**src/rtl/dle_pkg.sv**
```systemverilog
// ----------------------------------------------------------------------------
// dle_pkg
// shared types and constants of the dns label encoder
// ----------------------------------------------------------------------------
package dle_pkg;

    localparam int BUFFER_DEPTH = 512;
    localparam int MAX_LABEL    = 63;

    localparam int CHAR_W = 8;
    localparam int ADDR_W = 9;
    localparam int POS_W  = 10;
    localparam int CNT_W  = 7;
    localparam int CFG_W  = 10;

    localparam logic [CHAR_W-1:0] DOT_CHAR = 8'd46;
    localparam logic [POS_W-1:0]  LIM_MIN  = POS_W'(2);
    localparam logic [POS_W-1:0]  LIM_MAX  = POS_W'(BUFFER_DEPTH);

    // result queue, two free slots are needed to take a transaction
    localparam int QDEPTH = 4;
    localparam int QPTR_W = $clog2(QDEPTH);
    localparam int QCNT_W = $clog2(QDEPTH + 1);

    typedef enum logic [1:0] {
        ST_OK    = 2'd0,
        ST_LABEL = 2'd1,
        ST_TRUNC = 2'd2
    } status_t;

    typedef struct packed {
        logic              write_valid;
        logic [ADDR_W-1:0] write_address;
        logic [CHAR_W-1:0] write_byte;
        logic              is_last;
        status_t           status;
        logic [POS_W-1:0]  encoded_length;
    } result_t;

    // up to two results produced by one accepted transaction
    typedef struct packed {
        logic    push0;
        logic    push1;
        result_t res0;
        result_t res1;
    } push_t;

endpackage

```
**src/rtl/dle_in_if.sv**
```systemverilog
// ----------------------------------------------------------------------------
// dle_in_if
// name character channel
// ----------------------------------------------------------------------------
interface dle_in_if;
    logic                        valid;
    logic                        ready;
    logic [dle_pkg::CHAR_W-1:0]  character;
    logic                        end_of_name;

    modport source (output valid, output character, output end_of_name, input ready);
    modport sink   (input valid, input character, input end_of_name, output ready);
endinterface

```
**src/rtl/dle_out_if.sv**
```systemverilog
// ----------------------------------------------------------------------------
// dle_out_if
// buffer write result channel
// ----------------------------------------------------------------------------
interface dle_out_if;
    logic                        valid;
    logic                        ready;
    logic                        write_valid;
    logic [dle_pkg::ADDR_W-1:0]  write_address;
    logic [dle_pkg::CHAR_W-1:0]  write_byte;
    logic                        is_last;
    logic [1:0]                  status;
    logic [dle_pkg::POS_W-1:0]   encoded_length;

    modport source (output valid, output write_valid, output write_address,
                    output write_byte, output is_last, output status,
                    output encoded_length, input ready);
    modport sink   (input valid, input write_valid, input write_address,
                    input write_byte, input is_last, input status,
                    input encoded_length, output ready);
endinterface

```
**src/rtl/dle_core.sv**
```systemverilog
// ----------------------------------------------------------------------------
// dle_core
// label state tracking and result generation for one accepted character per cycle
// ----------------------------------------------------------------------------
module dle_core (
    input  logic                         clk,
    input  logic                         rst_n,
    input  logic                         cfg_we,
    input  logic [dle_pkg::CFG_W-1:0]    cfg_wdata,
    input  logic                         accept,
    input  logic [dle_pkg::CHAR_W-1:0]   character,
    input  logic                         end_of_name,
    output dle_pkg::push_t               push
);

    logic [dle_pkg::POS_W-1:0]  lim_reg;
    logic [dle_pkg::POS_W-1:0]  next_position_reg, next_position_next;
    logic [dle_pkg::ADDR_W-1:0] length_slot_reg, length_slot_next;
    logic [dle_pkg::CNT_W-1:0]  label_count_reg, label_count_next;
    logic                       label_open_reg, label_open_next;
    dle_pkg::status_t           error_status_reg, error_status_next;

    // clamped buffer size kept ready for use
    always_ff @(posedge clk or negedge rst_n)
    begin
        if (!rst_n)
        begin
            lim_reg <= dle_pkg::LIM_MAX;
        end
        else if (cfg_we)
        begin
            if (cfg_wdata < dle_pkg::LIM_MIN)
            begin
                lim_reg <= dle_pkg::LIM_MIN;
            end
            else if (cfg_wdata > dle_pkg::LIM_MAX)
            begin
                lim_reg <= dle_pkg::LIM_MAX;
            end
            else
            begin
                lim_reg <= cfg_wdata;
            end
        end
    end

    always_comb
    begin
        logic                      close_emit;
        logic                      close_trunc;
        logic [dle_pkg::POS_W-1:0] slot_ext;
        logic [dle_pkg::POS_W-1:0] label_len;
        logic [dle_pkg::POS_W-1:0] np1;
        logic [dle_pkg::CNT_W-1:0] cnt1;
        dle_pkg::status_t          err_close;

        next_position_next = next_position_reg;
        length_slot_next   = length_slot_reg;
        label_count_next   = label_count_reg;
        label_open_next    = label_open_reg;
        error_status_next  = error_status_reg;
        push               = '0;

        slot_ext    = {1'b0, length_slot_reg};
        label_len   = next_position_reg - slot_ext - dle_pkg::POS_W'(1);
        close_emit  = label_open_reg && (slot_ext < next_position_reg)
                      && ((slot_ext + dle_pkg::POS_W'(1)) < lim_reg);
        close_trunc = label_open_reg && !close_emit;
        err_close   = close_trunc ? dle_pkg::ST_TRUNC : error_status_reg;

        np1  = next_position_reg;
        cnt1 = '0;

        // length byte of the label being closed
        push.res0.write_valid    = 1'b1;
        push.res0.write_address  = length_slot_reg;
        push.res0.write_byte     = label_len[dle_pkg::CHAR_W-1:0];
        push.res0.is_last        = 1'b0;
        push.res0.status         = dle_pkg::ST_OK;
        push.res0.encoded_length = '0;

        if (accept)
        begin
            if (end_of_name)
            begin
                push.res1.is_last = 1'b1;
                if (error_status_reg == dle_pkg::ST_LABEL)
                begin
                    push.push0      = 1'b1;
                    push.res0       = '0;
                    push.res0.is_last = 1'b1;
                    push.res0.status  = dle_pkg::ST_LABEL;
                end
                else
                begin
                    // terminator goes to res1 when a length byte precedes it
                    push.push0 = 1'b1;
                    push.push1 = close_emit;
                    if (next_position_reg < lim_reg)
                    begin
                        push.res1.write_valid    = 1'b1;
                        push.res1.write_address  = next_position_reg[dle_pkg::ADDR_W-1:0];
                        push.res1.status         = err_close;
                        push.res1.encoded_length = next_position_reg + dle_pkg::POS_W'(1);
                    end
                    else
                    begin
                        push.res1.status         = dle_pkg::ST_TRUNC;
                        push.res1.encoded_length = next_position_reg;
                    end
                    if (!close_emit)
                    begin
                        push.res0 = push.res1;
                    end
                end
                next_position_next = '0;
                length_slot_next   = '0;
                label_count_next   = '0;
                label_open_next    = 1'b0;
                error_status_next  = dle_pkg::ST_OK;
            end
            else if (error_status_reg != dle_pkg::ST_LABEL)
            begin
                if (character == dle_pkg::DOT_CHAR)
                begin
                    push.push0        = close_emit;
                    label_open_next   = 1'b0;
                    error_status_next = err_close;
                end
                else
                begin
                    if (!label_open_reg)
                    begin
                        length_slot_next = next_position_reg[dle_pkg::ADDR_W-1:0];
                        if ((next_position_reg + dle_pkg::POS_W'(1)) < lim_reg)
                        begin
                            np1 = next_position_reg + dle_pkg::POS_W'(1);
                        end
                        else
                        begin
                            error_status_next = dle_pkg::ST_TRUNC;
                        end
                        cnt1 = dle_pkg::CNT_W'(1);
                    end
                    else
                    begin
                        cnt1 = label_count_reg + dle_pkg::CNT_W'(1);
                    end
                    label_open_next    = 1'b1;
                    label_count_next   = cnt1;
                    next_position_next = np1;
                    if (cnt1 > dle_pkg::CNT_W'(dle_pkg::MAX_LABEL))
                    begin
                        error_status_next = dle_pkg::ST_LABEL;
                    end
                    else if ((np1 + dle_pkg::POS_W'(1)) < lim_reg)
                    begin
                        push.push0               = 1'b1;
                        push.res0.write_address  = np1[dle_pkg::ADDR_W-1:0];
                        push.res0.write_byte     = character;
                        next_position_next       = np1 + dle_pkg::POS_W'(1);
                    end
                    else
                    begin
                        error_status_next = dle_pkg::ST_TRUNC;
                    end
                end
            end
        end
    end

    always_ff @(posedge clk or negedge rst_n)
    begin
        if (!rst_n)
        begin
            next_position_reg <= '0;
            length_slot_reg   <= '0;
            label_count_reg   <= '0;
            label_open_reg    <= 1'b0;
            error_status_reg  <= dle_pkg::ST_OK;
        end
        else
        begin
            next_position_reg <= next_position_next;
            length_slot_reg   <= length_slot_next;
            label_count_reg   <= label_count_next;
            label_open_reg    <= label_open_next;
            error_status_reg  <= error_status_next;
        end
    end

endmodule

```
**src/rtl/dle_out_fifo.sv**
```systemverilog
// ----------------------------------------------------------------------------
// dle_out_fifo
// small result queue taking up to two results per cycle, giving one per cycle when popped
// ----------------------------------------------------------------------------
module dle_out_fifo (
    input  logic                  clk,
    input  logic                  rst_n,
    input  dle_pkg::push_t        push,
    output logic                  space_ok,
    output logic                  head_valid,
    output dle_pkg::result_t      head,
    input  logic                  pop
);

    dle_pkg::result_t               entry_reg [dle_pkg::QDEPTH];
    logic [dle_pkg::QPTR_W-1:0]     wr_ptr_reg, wr_ptr_next;
    logic [dle_pkg::QPTR_W-1:0]     rd_ptr_reg, rd_ptr_next;
    logic [dle_pkg::QCNT_W-1:0]     count_reg, count_next;
    logic [dle_pkg::QPTR_W-1:0]     wr_ptr_p1;
    logic [dle_pkg::QCNT_W-1:0]     n_push;
    logic                           do_pop;

    assign wr_ptr_p1  = wr_ptr_reg + dle_pkg::QPTR_W'(1);
    assign n_push     = dle_pkg::QCNT_W'(push.push0) + dle_pkg::QCNT_W'(push.push1);
    assign head_valid = (count_reg != '0);
    assign do_pop     = pop && head_valid;
    assign head       = entry_reg[rd_ptr_reg];
    assign space_ok   = (count_reg <= dle_pkg::QCNT_W'(dle_pkg::QDEPTH - 2));

    assign wr_ptr_next = wr_ptr_reg + n_push[dle_pkg::QPTR_W-1:0];
    assign rd_ptr_next = rd_ptr_reg + dle_pkg::QPTR_W'(do_pop);
    assign count_next  = count_reg + n_push - dle_pkg::QCNT_W'(do_pop);

    always_ff @(posedge clk)
    begin
        if (push.push0)
        begin
            entry_reg[wr_ptr_reg] <= push.res0;
        end
        if (push.push1)
        begin
            entry_reg[wr_ptr_p1] <= push.res1;
        end
    end

    always_ff @(posedge clk or negedge rst_n)
    begin
        if (!rst_n)
        begin
            wr_ptr_reg <= '0;
            rd_ptr_reg <= '0;
            count_reg  <= '0;
        end
        else
        begin
            wr_ptr_reg <= wr_ptr_next;
            rd_ptr_reg <= rd_ptr_next;
            count_reg  <= count_next;
        end
    end

endmodule

```
**src/rtl/dns_label_encoder_unit.sv**
```systemverilog
// ----------------------------------------------------------------------------
// dns_label_encoder_unit
// dotted name to dns wire label form, emitted as buffer writes
// ----------------------------------------------------------------------------
//  channel   dir   payload                                     transaction
//  in_ch     in    character, end_of_name                      valid & ready
//  out_ch    out   write_valid, write_address, write_byte,     valid & ready
//                  is_last, status, encoded_length
//  cfg       in    cfg_wdata (buffer_size)                     cfg_we
//
//  one input transaction per cycle while in_ch.ready is high; its results
//  are registered in a four-entry result queue and then appear on out_ch
//  an end of name can yield two results, drained one per cycle while out_ch.ready is high
//  in_ch.ready is high while the queue has at least two free entries
//  reset clears the label state, the queue and sets buffer_size to 512
// ----------------------------------------------------------------------------
module dns_label_encoder_unit (
    input  logic                       clk,
    input  logic                       rst_n,
    input  logic                       cfg_we,
    input  logic [dle_pkg::CFG_W-1:0]  cfg_wdata,
    dle_in_if.sink                     in_ch,
    dle_out_if.source                  out_ch
);

    dle_pkg::push_t   push;
    dle_pkg::result_t head;
    logic             space_ok;
    logic             head_valid;
    logic             accept;

    assign in_ch.ready = space_ok;
    assign accept      = in_ch.valid && space_ok;

    dle_core u_core (
        .clk         (clk),
        .rst_n       (rst_n),
        .cfg_we      (cfg_we),
        .cfg_wdata   (cfg_wdata),
        .accept      (accept),
        .character   (in_ch.character),
        .end_of_name (in_ch.end_of_name),
        .push        (push)
    );

    dle_out_fifo u_fifo (
        .clk        (clk),
        .rst_n      (rst_n),
        .push       (push),
        .space_ok   (space_ok),
        .head_valid (head_valid),
        .head       (head),
        .pop        (out_ch.ready)
    );

    assign out_ch.valid          = head_valid;
    assign out_ch.write_valid    = head.write_valid;
    assign out_ch.write_address  = head.write_address;
    assign out_ch.write_byte     = head.write_byte;
    assign out_ch.is_last        = head.is_last;
    assign out_ch.status         = head.status;
    assign out_ch.encoded_length = head.encoded_length;

endmodule
```
**src/flat_wrapper.sv**
```systemverilog
// flat-port wrapper written by rule: the top's interface ports become plain ports
module dns_label_encoder_unit_flat 
  (clk, rst_n, cfg_we, cfg_wdata, in_ch_valid, in_ch_character, in_ch_end_of_name, in_ch_ready, out_ch_valid, out_ch_write_valid, out_ch_write_address, out_ch_write_byte, out_ch_is_last, out_ch_status, out_ch_encoded_length, out_ch_ready);
  dle_in_if in_ch_i ();
  dle_out_if out_ch_i ();
  input  logic clk;
  input  logic rst_n;
  input  logic cfg_we;
  input  logic [dle_pkg::CFG_W-1:0] cfg_wdata;
  input wire logic [$bits(in_ch_i.valid)-1:0] in_ch_valid;
  input wire logic [$bits(in_ch_i.character)-1:0] in_ch_character;
  input wire logic [$bits(in_ch_i.end_of_name)-1:0] in_ch_end_of_name;
  output wire logic [$bits(in_ch_i.ready)-1:0] in_ch_ready;
  output wire logic [$bits(out_ch_i.valid)-1:0] out_ch_valid;
  output wire logic [$bits(out_ch_i.write_valid)-1:0] out_ch_write_valid;
  output wire logic [$bits(out_ch_i.write_address)-1:0] out_ch_write_address;
  output wire logic [$bits(out_ch_i.write_byte)-1:0] out_ch_write_byte;
  output wire logic [$bits(out_ch_i.is_last)-1:0] out_ch_is_last;
  output wire logic [$bits(out_ch_i.status)-1:0] out_ch_status;
  output wire logic [$bits(out_ch_i.encoded_length)-1:0] out_ch_encoded_length;
  input wire logic [$bits(out_ch_i.ready)-1:0] out_ch_ready;
  assign in_ch_i.valid = in_ch_valid;
  assign in_ch_i.character = in_ch_character;
  assign in_ch_i.end_of_name = in_ch_end_of_name;
  assign in_ch_ready = in_ch_i.ready;
  assign out_ch_valid = out_ch_i.valid;
  assign out_ch_write_valid = out_ch_i.write_valid;
  assign out_ch_write_address = out_ch_i.write_address;
  assign out_ch_write_byte = out_ch_i.write_byte;
  assign out_ch_is_last = out_ch_i.is_last;
  assign out_ch_status = out_ch_i.status;
  assign out_ch_encoded_length = out_ch_i.encoded_length;
  assign out_ch_i.ready = out_ch_ready;
  dns_label_encoder_unit u_core (.clk(clk), .rst_n(rst_n), .cfg_we(cfg_we), .cfg_wdata(cfg_wdata), .in_ch(in_ch_i), .out_ch(out_ch_i));
endmodule
```
**config.mk**
```make
export PLATFORM = sky130hd
export DESIGN_NAME = dns_label_encoder_unit_flat
export DESIGN_NICKNAME = d
export VERILOG_FILES = /design/src/rtl/dle_pkg.sv /design/src/rtl/dle_in_if.sv /design/src/rtl/dle_out_if.sv /design/src/rtl/dle_core.sv /design/src/rtl/dle_out_fifo.sv /design/src/rtl/dns_label_encoder_unit.sv /design/src/flat_wrapper.sv
export SDC_FILE = /design/constraint.sdc
export NUM_CORES = 1
export LEC_CHECK = 0
export BUFFER_PORTS_ARGS = -buffer_cell sky130_fd_sc_hd__buf_2
export CAP_MARGIN = 25
export CORE_MARGIN = 8
export CORE_UTILIZATION = 40
export DETAILED_ROUTE_END_ITERATION = 8
export GPL_TIMING_DRIVEN = 0
export SETUP_SLACK_MARGIN = 0.3
export SYNTH_ARGS = -nofsm -noshare
export SYNTH_HDL_FRONTEND = slang
export SYNTH_SLANG_ARGS = --single-unit
export TNS_END_PERCENT = 50
```
**constraint.sdc**
```tcl
create_clock -name clk -period 7.9 [get_ports clk]
set_clock_uncertainty 0.2 [all_clocks]
set_input_delay 1.58 -clock clk [delete_from_list [all_inputs] [get_ports clk]]
set_output_delay 1.58 -clock clk [all_outputs]
set_load 0.005 [all_outputs]
```
==> metrics.log <==
[metrics] # H-tree levels: 4
[metrics] Worst setup SP type: flip-flop
[metrics] number of flip-flops and latches in the synthesized netlist: 170
[metrics] Switch Pwr: ~2.2 mW
[metrics] Crit. End Element: flip-flop
[metrics] depth of the most critical reg-to-reg path: 38
[metrics] Main synth FF type: sky130_fd_sc_hd__edfxtp_1
[metrics] result of the run: complete, no violations
[metrics] share of power burned in the clock network: 0.172
[metrics] Net Sw Frac: 0.444
[metrics] via count: between 8000 and 9000
[metrics] number of top-level pins: 57
[metrics] Core Util, Final: 0.479
[metrics] input/output buffers: 55
[metrics] area of the die: ~0.031 mm²
[metrics] initial DRC count: between 700 and 800
[metrics] vias per std cell: approximately 5.9
[metrics] max reg flops: around 120
[metrics] Routed Antenna Nets: 0
[metrics] Detailed Routing Iterations Pass 1: 5
[metrics] highest fanout seen on the critical path: 7
[metrics] mean instance size in the synthesized netlist: around 10 µm²
[metrics] dpl cells: about 1400
[metrics] number of antenna diodes: 0
[metrics] max-slew violation total from the final report: 0
[metrics] instance count of the mapped netlist: ~1000
[metrics] via count of the first global-routing pass: just under 9000
[metrics] worst IR drop on VDD: 175 µV
[metrics] Seq/Total Area, Yosys: 0.437
[metrics] Final GP Congestion: 0.936
[metrics] share of final-layout standard cells stronger than drive strength 1: 0.218
[metrics] critical path's largest stage delay: between 0.3 and 0.4 ns
[metrics] Gate power share: 0.562
[metrics] maximum number of pins on one net before global-route repair: 34
[metrics] number of instances on the worst hold path: 2
[metrics] number of enable flip-flop cells after synthesis: just over 90
[metrics] share of synthesized flip-flops with an asynchronous set or reset: 0.271
[metrics] Area Growth Syn to Fin: 18.8%
[metrics] Reg clk slew, reported paths: roughly 0.07 ns
[metrics] final cycle utilization of the critical path: 0.934
[metrics] cell occurring most often along the worst timing path: sky130_fd_sc_hd__ha_1
[metrics] RSZ-0062 raised after global routing: no
[metrics] count of endpoints failing setup in the final report: 0
[metrics] area of the core region: around 0.026 mm²
[metrics] height of the chip: ~180 µm
[metrics] slew of the pin with the lowest slew margin: approximately 0.94 ns
[metrics] slowest library cell on the worst path: sky130_fd_sc_hd__or3b_4
[metrics] DPL Wire Length: between 20000 and 25000 µm
[metrics] shortest period the worst path allows: between 7 and 8 ns
[metrics] GR Overflow Total: 0
[metrics] DRC: 0
[metrics] cell internal power dissipation: 2.77 mW
[metrics] Critical Setup Path Class: reg2reg
[metrics] per-cell routed wire length: around 22 µm
[metrics] Post-Route WL: 31700 µm
[metrics] Yosys warning count: 0
[metrics] buffer depth of the longest clock path: 2
[metrics] power per cell area: 403 mW/mm²
[metrics] CP required: between 8 and 9 ns
[metrics] net total in the final layout: between 1000 and 1500
[metrics] initial antenna violation count: 1
[metrics] headroom to the max-slew limit: 0.376
[metrics] Leak: around 4.6 nW
[metrics] netlist area before placement: roughly 0.010 mm²
[metrics] Max-Cap Viols: 0
[metrics] global-route wire length before repair: 49600 µm
[metrics] maximum clock frequency: about 140 MHz
[metrics] Final Hold Fails: 0
[metrics] Std-Cell Rows: 59
[metrics] data arrival at the endpoint of the critical path: around 7.5 ns
[metrics] sink count of the clock tree: 170
[metrics] type of the worst min-delay path: reg2reg
[metrics] fraction of power consumed by sequential logic: 0.266
[metrics] number of buffers inserted during clock tree synthesis: 17
[metrics] hold slack final: ~0.27 ns
[metrics] number of distinct library cell variants in the gate-level netlist after synthesis: between 70 and 80
[metrics] starting utilization of the core area: 0.403
[metrics] insertion delay of the later-clocked pin in the worst-skew pair: about 0.43 ns
[metrics] width of the die: approximately 180 µm
[metrics] TritonCTS clock tree: done
[metrics] root buffer cell: sky130_fd_sc_hd__clkbuf_16
[metrics] Overall Power: about 5 mW
[metrics] number of cells in the finished layout apart from fillers: 1471
[metrics] Tot GR Track Use: 0.203
[metrics] synthesized net count: around 1100
## power groups by stage
stage	Clock, mW	Combinational [mW]	Sequential [mW]
2_1_floorplan	0	1.72	1.29
3_5_place_dp	0	2.52	1.35
4_1_cts	0.866	2.68	1.33
6_report	0.856	2.80	1.33
3_3_place_gp	0	2.45	1.34
5_1_grt	0.903	3.03	1.35
## per-layer routing
layer	track usage	vias to the layer above	wire, µm
met2	0.329	344	14800
met1	0.274	4222	13900
met5	0	-	10
met4	0.0729	2	1010
li1	-	4044	-
met3	0.0298	76	1970
## synthesized netlist by cell type (15+ instances only)
library cell               number  share of area
sky130_fd_sc_hd__xnor2_1       40          0.034
sky130_fd_sc_hd__dfxtp_1       32          0.061
sky130_fd_sc_hd__nor2_1        87          0.031
sky130_fd_sc_hd__inv_1         38          0.014
sky130_fd_sc_hd__edfxtp_1      92           0.27
sky130_fd_sc_hd__o21ai_0       87          0.042
sky130_fd_sc_hd__ha_1          63          0.076
sky130_fd_sc_hd__dfrtp_1       45           0.11
sky130_fd_sc_hd__nand2_1       64          0.023
sky130_fd_sc_hd__nand4_1       26          0.016
sky130_fd_sc_hd__o32ai_1       15          0.013
sky130_fd_sc_hd__nand3b_1      16          0.012
sky130_fd_sc_hd__mux4_2        31          0.067
sky130_fd_sc_hd__clkbuf_1      40          0.014
sky130_fd_sc_hd__nor3_1        18         0.0086
sky130_fd_sc_hd__a21oi_1       29          0.014
sky130_fd_sc_hd__nand3_1       44          0.021
## through the flow
stage	cell area [µm²]	worst slack [ns]	TNS, ns
2_1_floorplan	10400	0.349	0
3_3_place_gp	11100	-1.56	-94.72
3_5_place_dp	11300	-1.00	-38.89
4_1_cts	12200	0.304	0
5_1_grt	12400	0.236	0
6_report	12400	0.519	0
## kinds of logic (layout without fill, tap and decap cells)
family | Yosys count | count (layout) | share of synthesized area
AO/OA/AOI/OAI | 257 | 257 | 0.170
buffers and inverters | 104 | 234 | 0.0407
flip-flops | 170 | 170 | 0.437
multiplexers | 32 | 32 | 0.0691
XOR/XNOR | 54 | 54 | 0.0454
adder cells (fa/ha/maj) | 65 | 65 | 0.0795
AND/OR/NAND/NOR | 324 | 324 | 0.158
## cell usage in the layout, fill, tap and decap left out, drive strengths merged, types with 14 or more instances in the layout
| cell | instances |
|---|---|
| a21oi | 29 |
| buf | 123 |
| clkbuf | 54 |
| dfrtp | 45 |
| dfxtp | 32 |
| edfxtp | 92 |
| ha | 63 |
| inv | 42 |
| mux4 | 31 |
| nand2 | 64 |
| nand3 | 44 |
| nand3b | 16 |
| nand4 | 26 |
| nor2 | 87 |
| nor3 | 21 |
| o21ai | 101 |
| o32ai | 15 |
| xnor2 | 40 |
| xor2 | 14 |
## what timing repair did
item,CTS,global route
buffers inserted,19,17
gates resized for setup,48,20
hold buffers,0,0
pin swaps,9,17
setup endpoints to repair,211,15
## critical path, delay by kind of cell, from the launching register on
family	cells	cell delay (ns)
AOI/OAI and AO/OA	5	1.05
and+or+nand+nor	10	1.64
adders and majority gates	8	1.84
buffers and inverters	11	1.32
xor gates and xnor gates	4	0.84
DFF	1	0.38
## area by class of cell
cell class,instances,area (µm²)
Timing Repair Buffer,98,667
Clock buffer,17,425
Buffer,62,334
Multi-Input combinational cell,732,5650
Inverter,42,165
Clock inverter,15,169
Tap cell,335,419
Sequential cell,170,4560
Fill cell,2438,13500
## path summary, 6_finish.rpt
kind	slack [ns]	endpoint	from
hold reg to reg	0.27	u_core.u_fifo.entry_reg[3][19]	u_core.u_fifo.entry_reg[3][19]
setup reg to reg	0.52	u_core.u_fifo.count_reg[2]	u_core.u_core.next_position_reg[0]
setup / recovery	0.52	u_core.u_fifo.count_reg[2]	u_core.u_core.next_position_reg[0]
min in group asynchronous	0.87	u_core.u_core.lim_reg[6]	rst_n
max in group asynchronous	6.06	u_core.u_core.lim_reg[9]	rst_n
hold / removal	0.27	u_core.u_fifo.entry_reg[3][19]	u_core.u_fifo.entry_reg[3][19]
Power figures use the tool's default switching activity.
